<file path="config.mk">
export PLATFORM = sky130hd
export DESIGN_NAME = greedy_word_wrap_breaker
export DESIGN_NICKNAME = d
export VERILOG_FILES = /design/src/gwwb_pkg.sv /design/src/greedy_word_wrap_breaker.sv /design/src/gwwb_front.sv /design/src/gwwb_queue.sv /design/src/gwwb_back.sv
export SDC_FILE = /design/constraint.sdc
export NUM_CORES = 1
export LEC_CHECK = 0
export BUFFER_PORTS_ARGS = -buffer_cell sky130_fd_sc_hd__buf_4
export CAP_MARGIN = 20
export CORE_MARGIN = 2
export CORE_UTILIZATION = 59
export DETAILED_ROUTE_END_ITERATION = 7
export PLACE_DENSITY = 0.8
export SYNTH_ARGS = -nofsm -noshare
export SYNTH_HDL_FRONTEND = slang
export SYNTH_SLANG_ARGS = --single-unit
</file>
<file path="constraint.sdc">
create_clock -name aclk -period 9.22 [get_ports aclk]
set_input_delay 0.461 -clock aclk [delete_from_list [all_inputs] [get_ports aclk]]
set_output_delay 0.461 -clock aclk [all_outputs]
set_load 0.1 [all_outputs]
</file>
<file path="src/gwwb_pkg.sv">
// Shared constants, types and the wrap width function of the word-wrap line breaker.
`default_nettype none

package gwwb_pkg;

    localparam int POS_W   = 16;   // source line position counters
    localparam int COLS_W  = 10;   // screen column register
    localparam int OFF_W   = 16;   // line_offset field
    localparam int LEN_W   = 11;   // line_length field
    localparam int IDX_W   = 16;   // display_index field
    localparam int CH_W    = 8;
    localparam int CMP_W   = (POS_W > COLS_W) ? POS_W : COLS_W;

    localparam int Q_DEPTH = 4;
    localparam int Q_PTR_W = 2;

    localparam int OUT_DATA_W = ((IDX_W + OFF_W + LEN_W + 7) / 8) * 8;

    localparam logic [CH_W-1:0]   CH_SPACE   = 8'd32;
    localparam logic [CH_W-1:0]   CH_HYPHEN  = 8'd45;
    localparam logic [COLS_W-1:0] COLS_RESET = COLS_W'(80);
    localparam logic [POS_W-1:0]  POS_MAX    = {POS_W{1'b1}};
    localparam logic [IDX_W-1:0]  IDX_MAX    = {IDX_W{1'b1}};

    // floor(2c/25) by reciprocal; the shift is wide enough that no correction is needed
    localparam int     DIV_SH    = COLS_W + 6;
    localparam longint DIV_RECIP = ((64'sd1 <<< DIV_SH) + 64'sd24) / 64'sd25;

    // One queued request: the break line (or lone tail line) and an optional tail line
    typedef struct packed {
        logic             two;
        logic [OFF_W-1:0] a_off;
        logic [LEN_W-1:0] a_len;
        logic             a_end;
        logic [OFF_W-1:0] b_off;
        logic [LEN_W-1:0] b_len;
        logic             too_long;
    } gwwb_entry_t;

    typedef struct packed {
        logic full;
        logic empty;
    } gwwb_qstat_t;

    // Wrap width: cols - 2*floor(cols*8/100), at least one
    function automatic logic [COLS_W-1:0] wrap_width_f(input logic [COLS_W-1:0] cols);
        logic [COLS_W:0]   x;
        logic [63:0]       prod;
        logic [COLS_W-1:0] marg;
        logic [COLS_W-1:0] w;
        x    = {cols, 1'b0};
        prod = 64'(x) * 64'(DIV_RECIP);
        marg = prod[DIV_SH +: COLS_W];
        w    = cols - {marg[COLS_W-2:0], 1'b0};
        if (w == '0) begin
            w = COLS_W'(1);
        end
        return w;
    endfunction

endpackage

`default_nettype wire

</file>
<file path="src/greedy_word_wrap_breaker.sv">
// Top level of the greedy word-wrap line breaker.
// Path: an accepted request is written into the queue, then loaded into the output register on m_.
// Throughput: one input item per cycle while the queue is not full; an item giving two lines
// leaves the single output register one line at a time, with a four-request queue absorbing the bursts.
// Reset (aresetn low, synchronous): line state, queue and counters clear, wrap width returns to that of 80 columns.
`default_nettype none

module greedy_word_wrap_breaker import gwwb_pkg::*; (
    input  wire logic                  aclk,
    input  wire logic                  aresetn,
    input  wire logic                  cfg_wen,
    input  wire logic [COLS_W-1:0]     cfg_wdata,   // screen_columns
    input  wire logic                  s_tvalid,
    output logic                       s_tready,
    input  wire logic [CH_W-1:0]       s_tdata,     // ch
    input  wire logic                  s_tlast,     // line_end
    input  wire logic                  s_tuser,     // has_char
    output logic                       m_tvalid,
    input  wire logic                  m_tready,
    output logic [OUT_DATA_W-1:0]      m_tdata,     // display_index, line_offset, line_length
    output logic                       m_tlast,     // ends_source_line
    output logic [1:0]                 m_tuser      // last_in_item, too_long
);

    gwwb_entry_t push_data;
    gwwb_entry_t head;
    gwwb_qstat_t stat;
    logic        push;
    logic        pop;
    logic        accept;

    assign s_tready = !stat.full;
    assign accept   = s_tvalid && s_tready;

    gwwb_front u_front (
        .aclk      (aclk),
        .aresetn   (aresetn),
        .cfg_wen   (cfg_wen),
        .cfg_wdata (cfg_wdata),
        .accept    (accept),
        .ch        (s_tdata),
        .has_char  (s_tuser),
        .line_end  (s_tlast),
        .push      (push),
        .push_data (push_data)
    );

    gwwb_queue u_queue (
        .aclk      (aclk),
        .aresetn   (aresetn),
        .push      (push),
        .push_data (push_data),
        .pop       (pop),
        .head      (head),
        .stat      (stat)
    );

    gwwb_back u_back (
        .aclk     (aclk),
        .aresetn  (aresetn),
        .head     (head),
        .stat     (stat),
        .pop      (pop),
        .m_tvalid (m_tvalid),
        .m_tready (m_tready),
        .m_tdata  (m_tdata),
        .m_tlast  (m_tlast),
        .m_tuser  (m_tuser)
    );

endmodule

`default_nettype wire

</file>
<file path="src/gwwb_front.sv">
// Front end: accepts characters, tracks break points and builds display line requests.
`default_nettype none

module gwwb_front import gwwb_pkg::*; (
    input  wire logic              aclk,
    input  wire logic              aresetn,
    input  wire logic              cfg_wen,
    input  wire logic [COLS_W-1:0] cfg_wdata,
    input  wire logic              accept,
    input  wire logic [CH_W-1:0]   ch,
    input  wire logic              has_char,
    input  wire logic              line_end,
    output logic                   push,
    output gwwb_entry_t            push_data
);

    logic [COLS_W-1:0] wrap_reg;
    logic [POS_W-1:0]  ls_reg, ls_next;
    logic [POS_W-1:0]  cp_reg, cp_next;
    logic [POS_W-1:0]  bp_reg, bp_next;
    logic              bv_reg, bv_next;
    logic              bh_reg, bh_next;
    logic              ov_reg, ov_next;

    logic              brk;
    logic [OFF_W-1:0]  brk_off;
    logic [LEN_W-1:0]  brk_len;
    logic              tail_chars;
    logic [LEN_W-1:0]  tail_len;
    logic [OFF_W-1:0]  tail_off;
    logic              ov_char;

    always_comb begin
        ls_next    = ls_reg;
        cp_next    = cp_reg;
        bp_next    = bp_reg;
        bv_next    = bv_reg;
        bh_next    = bh_reg;
        ov_next    = ov_reg;
        brk        = 1'b0;
        brk_off    = OFF_W'(ls_reg);
        brk_len    = '0;

        if (has_char) begin
            if (cp_reg == POS_MAX) begin
                // drop the character, flag the line as too long
                ov_next = 1'b1;
            end else begin
                cp_next = cp_reg + POS_W'(1);
                if ((ch == CH_SPACE || ch == CH_HYPHEN) && cp_reg > ls_reg) begin
                    bp_next = cp_reg;
                    bv_next = 1'b1;
                    bh_next = (ch == CH_HYPHEN);
                end
                if (CMP_W'(cp_reg - ls_reg) >= CMP_W'(wrap_reg)) begin
                    brk = 1'b1;
                    if (bv_next) begin
                        brk_len = LEN_W'(bp_next - ls_reg + POS_W'(bh_next));
                        ls_next = bp_next + POS_W'(1);
                    end else begin
                        brk_len = LEN_W'(cp_reg - ls_reg);
                        ls_next = cp_reg;
                    end
                    bv_next = 1'b0;
                    bh_next = 1'b0;
                end
            end
        end

        ov_char    = ov_next;
        tail_chars = cp_next > ls_next;
        tail_off   = OFF_W'(ls_next);
        tail_len   = tail_chars ? LEN_W'(cp_next - ls_next) : '0;

        if (line_end) begin
            ls_next = '0;
            cp_next = '0;
            bp_next = '0;
            bv_next = 1'b0;
            bh_next = 1'b0;
            ov_next = 1'b0;
        end
    end

    always_comb begin
        push_data.too_long = ov_char;
        push_data.b_off    = tail_off;
        push_data.b_len    = tail_len;
        if (brk) begin
            push_data.two   = line_end && tail_chars;
            push_data.a_off = brk_off;
            push_data.a_len = brk_len;
            push_data.a_end = line_end && !tail_chars;
        end else begin
            push_data.two   = 1'b0;
            push_data.a_off = tail_off;
            push_data.a_len = tail_len;
            push_data.a_end = 1'b1;
        end
        push = accept && (brk || line_end);
    end

    always_ff @(posedge aclk) begin
        if (!aresetn) begin
            wrap_reg <= wrap_width_f(COLS_RESET);
            ls_reg   <= '0;
            cp_reg   <= '0;
            bp_reg   <= '0;
            bv_reg   <= 1'b0;
            bh_reg   <= 1'b0;
            ov_reg   <= 1'b0;
        end else begin
            if (cfg_wen) begin
                wrap_reg <= wrap_width_f(cfg_wdata);
            end
            if (accept) begin
                ls_reg <= ls_next;
                cp_reg <= cp_next;
                bp_reg <= bp_next;
                bv_reg <= bv_next;
                bh_reg <= bh_next;
                ov_reg <= ov_next;
            end
        end
    end

endmodule

`default_nettype wire

</file>
<file path="src/gwwb_queue.sv">
// Short request queue between the front end and the output stage.
`default_nettype none

module gwwb_queue import gwwb_pkg::*; (
    input  wire logic         aclk,
    input  wire logic         aresetn,
    input  wire logic         push,
    input  wire gwwb_entry_t  push_data,
    input  wire logic         pop,
    output gwwb_entry_t       head,
    output gwwb_qstat_t       stat
);

    gwwb_entry_t          store [Q_DEPTH];
    logic [Q_PTR_W-1:0]   wr_ptr_reg;
    logic [Q_PTR_W-1:0]   rd_ptr_reg;
    logic [Q_PTR_W:0]     count_reg, count_next;

    always_comb begin
        count_next = count_reg;
        if (push && !pop) begin
            count_next = count_reg + (Q_PTR_W + 1)'(1);
        end else if (pop && !push) begin
            count_next = count_reg - (Q_PTR_W + 1)'(1);
        end
        stat.full  = (count_reg == (Q_PTR_W + 1)'(Q_DEPTH));
        stat.empty = (count_reg == '0);
        head       = store[rd_ptr_reg];
    end

    always_ff @(posedge aclk) begin
        if (push) begin
            store[wr_ptr_reg] <= push_data;
        end
    end

    always_ff @(posedge aclk) begin
        if (!aresetn) begin
            wr_ptr_reg <= '0;
            rd_ptr_reg <= '0;
            count_reg  <= '0;
        end else begin
            if (push) begin
                wr_ptr_reg <= wr_ptr_reg + Q_PTR_W'(1);
            end
            if (pop) begin
                rd_ptr_reg <= rd_ptr_reg + Q_PTR_W'(1);
            end
            count_reg <= count_next;
        end
    end

endmodule

`default_nettype wire

</file>
<file path="src/gwwb_back.sv">
// Back end: splits queued requests into display lines, numbers them, holds the output register.
`default_nettype none

module gwwb_back import gwwb_pkg::*; (
    input  wire logic                  aclk,
    input  wire logic                  aresetn,
    input  wire gwwb_entry_t           head,
    input  wire gwwb_qstat_t           stat,
    output logic                       pop,
    output logic                       m_tvalid,
    input  wire logic                  m_tready,
    output logic [OUT_DATA_W-1:0]      m_tdata,
    output logic                       m_tlast,
    output logic [1:0]                 m_tuser
);

    logic              phase_reg;
    logic [IDX_W-1:0]  cnt_reg;
    logic              valid_reg;
    logic [IDX_W-1:0]  idx_reg;
    logic [OFF_W-1:0]  off_reg;
    logic [LEN_W-1:0]  len_reg;
    logic              end_reg;
    logic              last_reg;
    logic              long_reg;

    logic              load;
    logic              first_of_two;

    assign first_of_two = head.two && !phase_reg;
    assign load         = !stat.empty && (!valid_reg || m_tready);
    assign pop          = load && !first_of_two;

    always_ff @(posedge aclk) begin
        if (!aresetn) begin
            phase_reg <= 1'b0;
            cnt_reg   <= '0;
            valid_reg <= 1'b0;
        end else begin
            if (load) begin
                valid_reg <= 1'b1;
                phase_reg <= first_of_two;
                if (cnt_reg != IDX_MAX) begin
                    cnt_reg <= cnt_reg + IDX_W'(1);
                end
            end else if (m_tready) begin
                valid_reg <= 1'b0;
            end
        end
    end

    always_ff @(posedge aclk) begin
        if (load) begin
            idx_reg  <= cnt_reg;
            long_reg <= head.too_long;
            last_reg <= !first_of_two;
            if (phase_reg) begin
                off_reg <= head.b_off;
                len_reg <= head.b_len;
                end_reg <= 1'b1;
            end else begin
                off_reg <= head.a_off;
                len_reg <= head.a_len;
                end_reg <= head.a_end;
            end
        end
    end

    assign m_tvalid = valid_reg;
    assign m_tdata  = OUT_DATA_W'({len_reg, off_reg, idx_reg});
    assign m_tlast  = end_reg;
    assign m_tuser  = {long_reg, last_reg};

endmodule

`default_nettype wire
</file>
### Word level (Yosys, flattened, before mapping)

Memory sizes are Yosys's and may differ from the RTL's. A register that Yosys moved wholly into a read port is not among the register bits.
Index checks and enable logic that the tools add are counted.

* $add $sub $neg: 12
* multipliers: 1
* $lt $le $gt $ge: 3
* equality and inequality tests: 6
* mux-type cells: 51
* reductions and logical operators: 28

Operators with widths (count)
* 16-bit two-way mux: 15
* 11-bit two-way mux: 6
* 16-bit by 1-bit adder with 16-bit output (second input constant): 3
* 16-bit greater-than comparator: 2
* 29-bit two-way mux: 1
* 1-bit two-way mux: 24
* 11-bit subtractor: 2
* 10-bit by 11-bit multiplier with 21-bit output (second input constant): 1
* 16-bit equality test (second input constant): 1
* 8-bit by 6-bit equality test with 1-bit output (second input constant): 2
* 16-bit by 10-bit >= comparator with 1-bit output: 1
* 16-bit != test (second input constant): 1
* 16-bit subtractor: 1
* 11-bit by 1-bit adder with 11-bit output: 1
* 1-bit logical AND: 10
* 10-bit zero test: 1
* 10-bit two-way mux: 1
* 10-bit by 8-bit subtractor with 10-bit output: 1
* 1-bit zero test: 8
* 3-bit two-way mux: 2
* 2-bit nonzero test: 3
* 2-bit by 1-bit adder with 2-bit output (second input constant): 2
* 2-bit two-way mux: 2
* 3-bit by 1-bit adder with 3-bit output (second input constant): 1
* 7 further kinds: 9

* bits in registers: 132
* bits in writable memories: 228
* input port bits: 25
* word-level logic and storage cells: 121
* memories kept: 1

Memories
* u_queue.store: depth 4, width 57, rd ports 1, clocked after Yosys merged registers in 1, wr ports 1, line gwwb_queue.sv:14 `gwwb_entry_t store [Q_DEPTH];`

### Depth between registers and ports, before layout

Gate-level depths: netlist of the first run.

* depth in word-level cells: 15
* gate-level depth with buffers: 31
* gate-level depth less buffers: 28

### Hierarchy

Synthesis of the first run repeated with hierarchy kept, for this count alone.

* cell total of the unflattened synthesis: 1649
* area total of the unflattened synthesis: 19971.7 µm²

By module, submodules not included
* gwwb_queue: times used 1, cells each 340, area an instance 8663.3 µm²
* gwwb_front: times used 1, cells each 1112, area an instance 8589.5 µm²
* gwwb_back: times used 1, cells each 195, area an instance 2708.8 µm²
* greedy_word_wrap_breaker: times used 1, cells each 2, area an instance 10.0 µm²

### Worst setup path after synthesis of the first run

No wires, ideal clock.

* path type: flip-flop to flip-flop
* start point: register u_front.cp_reg[0]
* end point: memory u_queue.store[0][30] (netlist name) (data pin)
* setup time: 273 ps
* arrival: 6133 ps
* setup slack: 2814 ps
* stages on the path, launching flop included: 31
* clock period less this slack: 6406 ps
* cells stage by stage: dfxtp_1 -> inv_1 -> ha_1 -> inv_1 -> fa_1 -> a21oi_1 -> a2bb2oi_1 -> a21oi_1 -> xor2_1 -> ha_1 -> a21o_1 -> a21oi_1 -> nand3_1 -> a211oi_1 -> o2111ai_4 -> and2_4 -> buf_6 -> buf_6 -> mux2_4 -> ha_1 -> inv_1 -> fa_1 -> a21o_1 -> a21oi_1 -> o21bai_1 -> a2111o_1 -> a31oi_1 -> a21oi_1 -> clkbuf_1 -> and2_1 -> mux2_1

RTL lines
* start, declared: line gwwb_front.sv:19 `logic [POS_W-1:0] cp_reg, cp_next;`
* start signal, assigned: line gwwb_front.sv:118 `cp_reg <= cp_next;`
* end, declared: line gwwb_queue.sv:14

==> results of run 1 <==
[metrics by stage]
| step | instances | cell area [µm²] | power [W] | hold WS [ns] |
|---|---|---|---|---|
| after global routing | 2126 | 21900 | 0.00587 | 0.225 |
| final | 2126 | 21900 | 0.00563 | 0.230 |
| after global placement | 2058 | 20600 | 0.00413 | 0.440 |
| after floorplan | 1619 | 19800 | 0.00375 | 0.431 |
| after CTS | 2124 | 21800 | 0.00568 | 0.221 |
| after detailed placement | 2058 | 20600 | 0.00417 | 0.455 |
[cells by family (layout without fill, tap and decap cells)]
family	after synthesis	in the layout
AOI/OAI and AO/OA	300	300
xor gates and xnor gates	71	71
adders and majority gates	176	176
buffers and inverters	193	252
DFF	362	362
muxes	135	135
other	1	5
and+or+nand+nor	377	377
[cell usage after synthesis (all sizes together) (29+ instances only)]
master	number	area (µm²)
dfxtp	88	1760
a21oi	87	435
mux2	58	694
xor2	29	254
mux4	57	1280
ha	148	1850
clkbuf	66	248
xnor2	42	368
nor2	106	398
o21ai	54	270
nand2	95	359
edfxtp	274	8230
inv	99	372
nand3	34	170
[power by group through the flow]
stage	clock, W	combinational, W	sequential (W)
floorplan	0	0.000974	0.00277
global placement	0	0.00203	0.00210
detailed placement	0	0.00206	0.00211
CTS	0.00152	0.00208	0.00208
global route	0.00157	0.00220	0.00210
finish	0.00150	0.00206	0.00207
[metal layers]
metal  GRT usage  wire [µm]  vias up
li1            -          -     6079
met1       0.363      19300     6501
met2       0.440      22500      572
met3      0.0512       3820      120
met4      0.0958       1670        0
met5           0          0        -
[worst paths after layout]
check	cells past startpoint	end	slack (ns)
max	28	u_queue.store[2][29]$_DFFE_PP_	1.52
min	2	u_front.wrap_reg[2]$_SDFFE_PN1P_	0.23
max reg2reg	28	u_queue.store[2][29]$_DFFE_PP_	1.52
min reg2reg	2	u_front.bh_reg$_SDFFE_PN0P_	0.46
[worst register-to-register path: cells and delay by family, from the launching register on]
family,cells,cell delay (ns)
compound gates,13,3.33
fa+ha+maj,5,1.49
simple gates,3,0.77
mux,2,0.71
buf+inv,4,0.44
flops,1,0.38
xor+xnor,1,0.31
[layout make-up]
| cell class | instances | area (µm²) | share of cell area |
|---|---|---|---|
| sequential | 362 | 9990 | 0.457 |
| multi-input combinational | 1064 | 9060 | 0.415 |
| clock buffer | 44 | 972 | 0.0445 |
| timing repair buffer | 87 | 651 | 0.0298 |
| tap | 448 | 561 | 0.0257 |
| inverter | 99 | 372 | 0.0170 |
| clock inverter | 22 | 241 | 0.0111 |
==> flow_summary.yaml, run 1 <==
route:
  wl_um: 47300
  wire_per_inst_um: 22.3
  via_per_inst: 6.24
  drtIter0Drc: 1211
  drc_errors: 0
  drtPass1Iterations: 7
  ant_nets: 0
  vias: 13300
yosys:
  yosys.area_share.simple: 0.0916
  synth_xor_area_frac: 0.0314
  synth_flop_cell: "edfxtp_1"
  synth_top_family_by_area: "adder cells"
  ys_warn_count: 0
  synth_edf_count: 274
  synth_compound_area_frac: 0.101
  synthCells: 1615
  mappedNetlistArea_um2: 19800
  synth.avg_cell_area_um2: 12.3
  ys_seq_elements: 362
  synthArstFlopShare: 0
  synthAdderAreaFrac: 0.122
  muxShareOfSynthArea: 0.110
  ys_types: 76
  yosysSeqAreaShare: 0.504
critical_path:
  critPathSlowestCell: "a2bb2oi_1"
  critPathTopFamily: "compound AO/OA/AOI/OAI gates"
  cp_common_cell: "a21oi_1"
  required_ns: 9.46
  endpoint_kind: "flip-flop"
  worstSetupStartpointType: "flip-flop"
  r2r_start: "u_front.cp_reg[0]$_SDFFE_PN0P_"
  slowest_delay_ns: 0.49
  arrival_ns: 7.94
  critPathKind: "reg2reg"
  startpoint: "u_front.cp_reg[0]$_SDFFE_PN0P_"
  cp_max_fo: 44
  worst-path-buf-inv: 4
pwr:
  power.share.switching: 0.377
  total_leakage_power_nw: 8.39
  seqPwrFrac: 0.368
  clkPwrFrac: 0.266
  power.density_nw_per_um2: 258
  irDropWorstVdd_v: 0.000235
  internal_power_w: 0.00351
  p_switching_w: 0.00212
  comb_power_share: 0.365
placement:
  pre_cts_ws_ns: 1.63
  numPortBuffers: 72
  gp_congestion: 1.07
  hpwl_um: 32900
worst_hold_path:
  hp-class: "in2reg"
  hold_start: "aresetn"
layout:
  antenna_cells: 0
  drive_gt1_frac: 0.165
  synthToLayoutAreaGrowth_pct: 10.3
  fin_util: 0.657
  max_flop_register: "u_queue.store"
  nNetsFinal: 1852
  nFillCells: 2392
  layout_commonest_cell: "edfxtp_1"
  largest_reg_flops: 228
  final_cell_mix: "edfxtp_1 (274), ha_1 (148), nor2_1 (106)"
floorplanning:
  initial_utilization: 0.595
  num_rows: 67
  die-area_um2: 35100
  io_pins: 78
  die_w_um: 187
  fp.coreArea_um2: 33300
  die_h_um: 187
grt:
  grt_pass1_wl_um: 73200
  grt.total_usage: 0.270
  antenna_found_initial: 0
  grt_max_degree: 66
  grt_pass1_vias: 12800
  grt_overflow_total: 0
sta:
  hold_viol: 0
  rsz0062_at_grt: "no"
  finalSetupTns_ns: 0
  tightest_slew_ns: 1.01
  max_freq_mhz: 130
  fin_ws_ns: 1.52
  fin_crit_ns: 7.70
  skew_ns: 0.0271
  period_share: 0.835
  slew_headroom: 0.324
  setup_viol: 0
  slew_viol_final: 0
cts:
  cts_buffer_depth: 3
  cts_buffers: 37
  cts_setup_buffers: 0
  clk_latency_ns: 0.54
  cts_tree: "yes"
  cts_resized: 0
  path_clk_slew_ns: 0.06
  hold_buffers: 0
  clock-sinks: 362
  cts.htree.levels: 2
  cts-root-buf: "clkbuf_16"
outcome:
  outcome: "completed"
run:
  drv_cap: 0
Note: power is estimated with default switching activity, not from simulation.
==> run 2: changes to the inputs <==
--- a/config.mk
+++ b/config.mk
@@ -5,10 +5,11 @@
 export SDC_FILE = /design/constraint.sdc
 export NUM_CORES = 1
 export LEC_CHECK = 0
+export ABC_AREA = 1
 export BUFFER_PORTS_ARGS = -buffer_cell sky130_fd_sc_hd__buf_4
 export CAP_MARGIN = 20
 export CORE_MARGIN = 2
-export CORE_UTILIZATION = 59
+export CORE_UTILIZATION = 57
 export DETAILED_ROUTE_END_ITERATION = 7
 export PLACE_DENSITY = 0.8
 export SYNTH_ARGS = -nofsm -noshare
==> constraint.sdc (replaced) <==
create_clock -name aclk -period 6.15 [get_ports aclk]
set_input_delay 0.3075 -clock aclk [delete_from_list [all_inputs] [get_ports aclk]]
set_output_delay 0.3075 -clock aclk [all_outputs]
set_load 0.1 [all_outputs]
==> flow_summary.yaml, run 2 <==
placement:
  hpwl_um: 33700
  dp_cells: 2723
  gp_congestion: 0.958
  place_area_um2: 21400
  numPortBuffers: 72
route:
  ant_nets: 0
  via_per_inst: 5.67
  drc_errors: 0
  wl_um: 48400
  wire_per_inst_um: 17.4
  drtIter0Drc: 1334
  drtPass1Iterations: 5
  vias: 15800
critical_path:
  endpoint_kind: "flip-flop"
  reg2reg_to: "u_queue.store[2][35]$_DFFE_PP_"
  r2r_start: "u_front.brk_off[2]$_SDFFE_PN0P_"
  critPathTopFamily: "adder cells"
  arrival_ns: 6.23
  worst-path-buf-inv: 5
  cp_max_fo: 4
  required_ns: 6.60
  slowest_delay_ns: 0.58
  critPathSlowestCell: "fa_1"
  cp_common_cell: "fa_1"
  rr_worst_depth: 34
  worstSetupStartpointType: "input pin"
  critPathKind: "in2reg"
  rrSetupSlack_ns: 0.43
floorplanning:
  fp.coreArea_um2: 34600
  die-area_um2: 36800
  initial_utilization: 0.581
  die_h_um: 192
  io_pins: 78
  die_w_um: 192
  num_rows: 68
yosys:
  mappedNetlistArea_um2: 20100
  synth_area_leaders: "edfxtp_1 (41%), ha_1 (9.2%), dfxtp_1 (8.8%)"
  ys_seq_elements: 362
  synth_largest_area_cell: "edfxtp_1"
  synthCells: 2230
  ys_warn_count: 0
  synth_top_area_frac: 0.409
  netlist_top_cells_count: "nand2_1 (391), nor2_1 (305), edfxtp_1 (274)"
  synthArstFlopShare: 0
  synth_flop_cell: "edfxtp_1"
  synth_most_common_cell: "nand2_1"
  synth.avg_cell_area_um2: 9.02
  synth_edf_count: 274
  yosysSeqAreaShare: 0.497
  ys_types: 52
cts:
  cts_setup_buffers: 0
  path_clk_slew_ns: 0.06
  hold_buffers: 0
  cts-root-buf: "clkbuf_16"
  cts_tree: "yes"
  cts_buffer_depth: 3
  clock-sinks: 362
  cts_buffers: 36
  cts.htree.levels: 2
  cts_resized: 0
  clk_latency_ns: 0.54
grt:
  grt_overflow_total: 0
  grt.total_usage: 0.267
  antenna_found_initial: 0
  grt_max_degree: 97
  grt_pass1_wl_um: 77700
  grt_pass1_vias: 15300
sta:
  slew_headroom: 0.377
  finalSetupTns_ns: 0
  hold_viol: 0
  tightest_slew_ns: 0.935
  max_freq_mhz: 173
  rsz0062_at_grt: "no"
  slew_viol_final: 0
  fin_crit_ns: 5.78
  setup_viol: 0
  skew_ns: 0.0328
  period_share: 0.940
layout:
  layout_commonest_cell: "nand2_1"
  final_cells: 2788
  synthToLayoutAreaGrowth_pct: 12.0
  final_area_um2: 22500
  nFillCells: 2655
  final_cell_mix: "nand2_1 (391), nor2_1 (297), edfxtp_1 (274)"
  antenna_cells: 0
  nNetsFinal: 2507
  fin_util: 0.651
  max_flop_register: "u_queue.store"
  drive_gt1_frac: 0.111
  largest_reg_flops: 228
pwr:
  total_leakage_power_nw: 9.41
  irDropWorstVdd_v: 0.000546
  power_w: 0.0102
  power.density_nw_per_um2: 451
outcome:
  outcome: "completed"
run:
  drv_cap: 0
worst_hold_path:
  hp-class: "in2reg"
  holdPathStages: 2
  hold_end: "u_front.wrap_reg[6]$_SDFFE_PN1P_"
  hold_start: "cfg_wen"
run 2: changes by cell type in the layout (fill, tap and decap cells not counted), moves of 28 or more:
cell	change
buf_4	+49
inv_1	+150
nand3_1	+53
o21ai_0	+117
a21oi_1	+53
mux4_2	-57
xnor2_1	-31
o22ai_1	+28
nand2_1	+297
nor2_1	+191
mux2_2	-42
run 2: report_power, final:
| part | leakage (nW) | switching, W | internal [W] |
|---|---|---|---|
| Combinational | 5.48 | 0.00335 | 0.00127 |
| Clock | 0.555 | 0.000906 | 0.00120 |
| Sequential | 3.37 | 0.000155 | 0.00328 |
run 2: final cells by class:
cell class              instances  area, µm²  area share
flip-flops and latches        362      10000       0.444
multi-input cells            1511       8800       0.391
repair buffers                138       1070      0.0476
clock buffers                  50       1010      0.0446
inverters                     257        965      0.0428
well taps                     455        569      0.0253
clock inverters                15        120     0.00533
run 2: worst register-to-register path: cells and delay by family (launching register included):
kind	cells	cell delay (ns)
AND/OR/NAND/NOR	17	1.60
adder cells (fa/ha/maj)	4	1.31
AO/OA/AOI/OAI	7	1.11
buffers and inverters	5	0.63
XOR/XNOR	1	0.44
flip-flops	1	0.34
run 2: logic make-up (layout without fill, tap and decap cells):
family / Yosys count / count (layout) / synth area share
muxes: 2 / 2 / 0.000995
adders and majority gates: 176 / 176 / 0.120
AOI/OAI and AO/OA: 409 / 409 / 0.110
other: 1 / 5 / 0.000186
xor gates and xnor gates: 45 / 45 / 0.0196
and+or+nand+nor: 874 / 874 / 0.181
buffers and inverters: 361 / 460 / 0.0709
DFF: 362 / 362 / 0.497
run 2: per-layer routing:
layer / GRT usage / wire length (µm) / up-vias
met3: 0.0320 / 3430 / 105
met5: 0 / 0 / -
li1: - / - / 7624
met2: 0.451 / 23200 / 581
met1: 0.354 / 20100 / 7507
met4: 0.104 / 1700 / 0
run 2: worst max-delay path by stage:
stage,startpoint,to,slack [ns],cells after the start
final,cfg_wdata[7],u_front.wrap_reg[0]$_SDFFE_PN0P_,0.37,27
after global routing,u_front.brk_off[8]$_SDFFE_PN0P_,u_queue.store[2][35]$_DFFE_PP_,0.002,36
after CTS,u_front.brk_off[4]$_SDFFE_PN0P_,u_queue.store[3][29]$_DFFE_PP_,0.35,30
after detailed placement,cfg_wdata[7],u_front.wrap_reg[0]$_SDFFE_PN0P_,-0.16,26
after global placement,cfg_wdata[7],u_front.wrap_reg[8]$_SDFFE_PN0P_,0.07,29
after floorplan,cfg_wdata[7],u_front.wrap_reg[8]$_SDFFE_PN0P_,0.32,27
run 2: metrics by stage:
step,setup slack (ns),hold WS [ns]
after global placement,0.0704,0.443
after detailed placement,-0.163,0.450
final,0.369,0.102
after floorplan,0.323,0.430
after global routing,0.00211,0.113
after CTS,0.351,0.0854
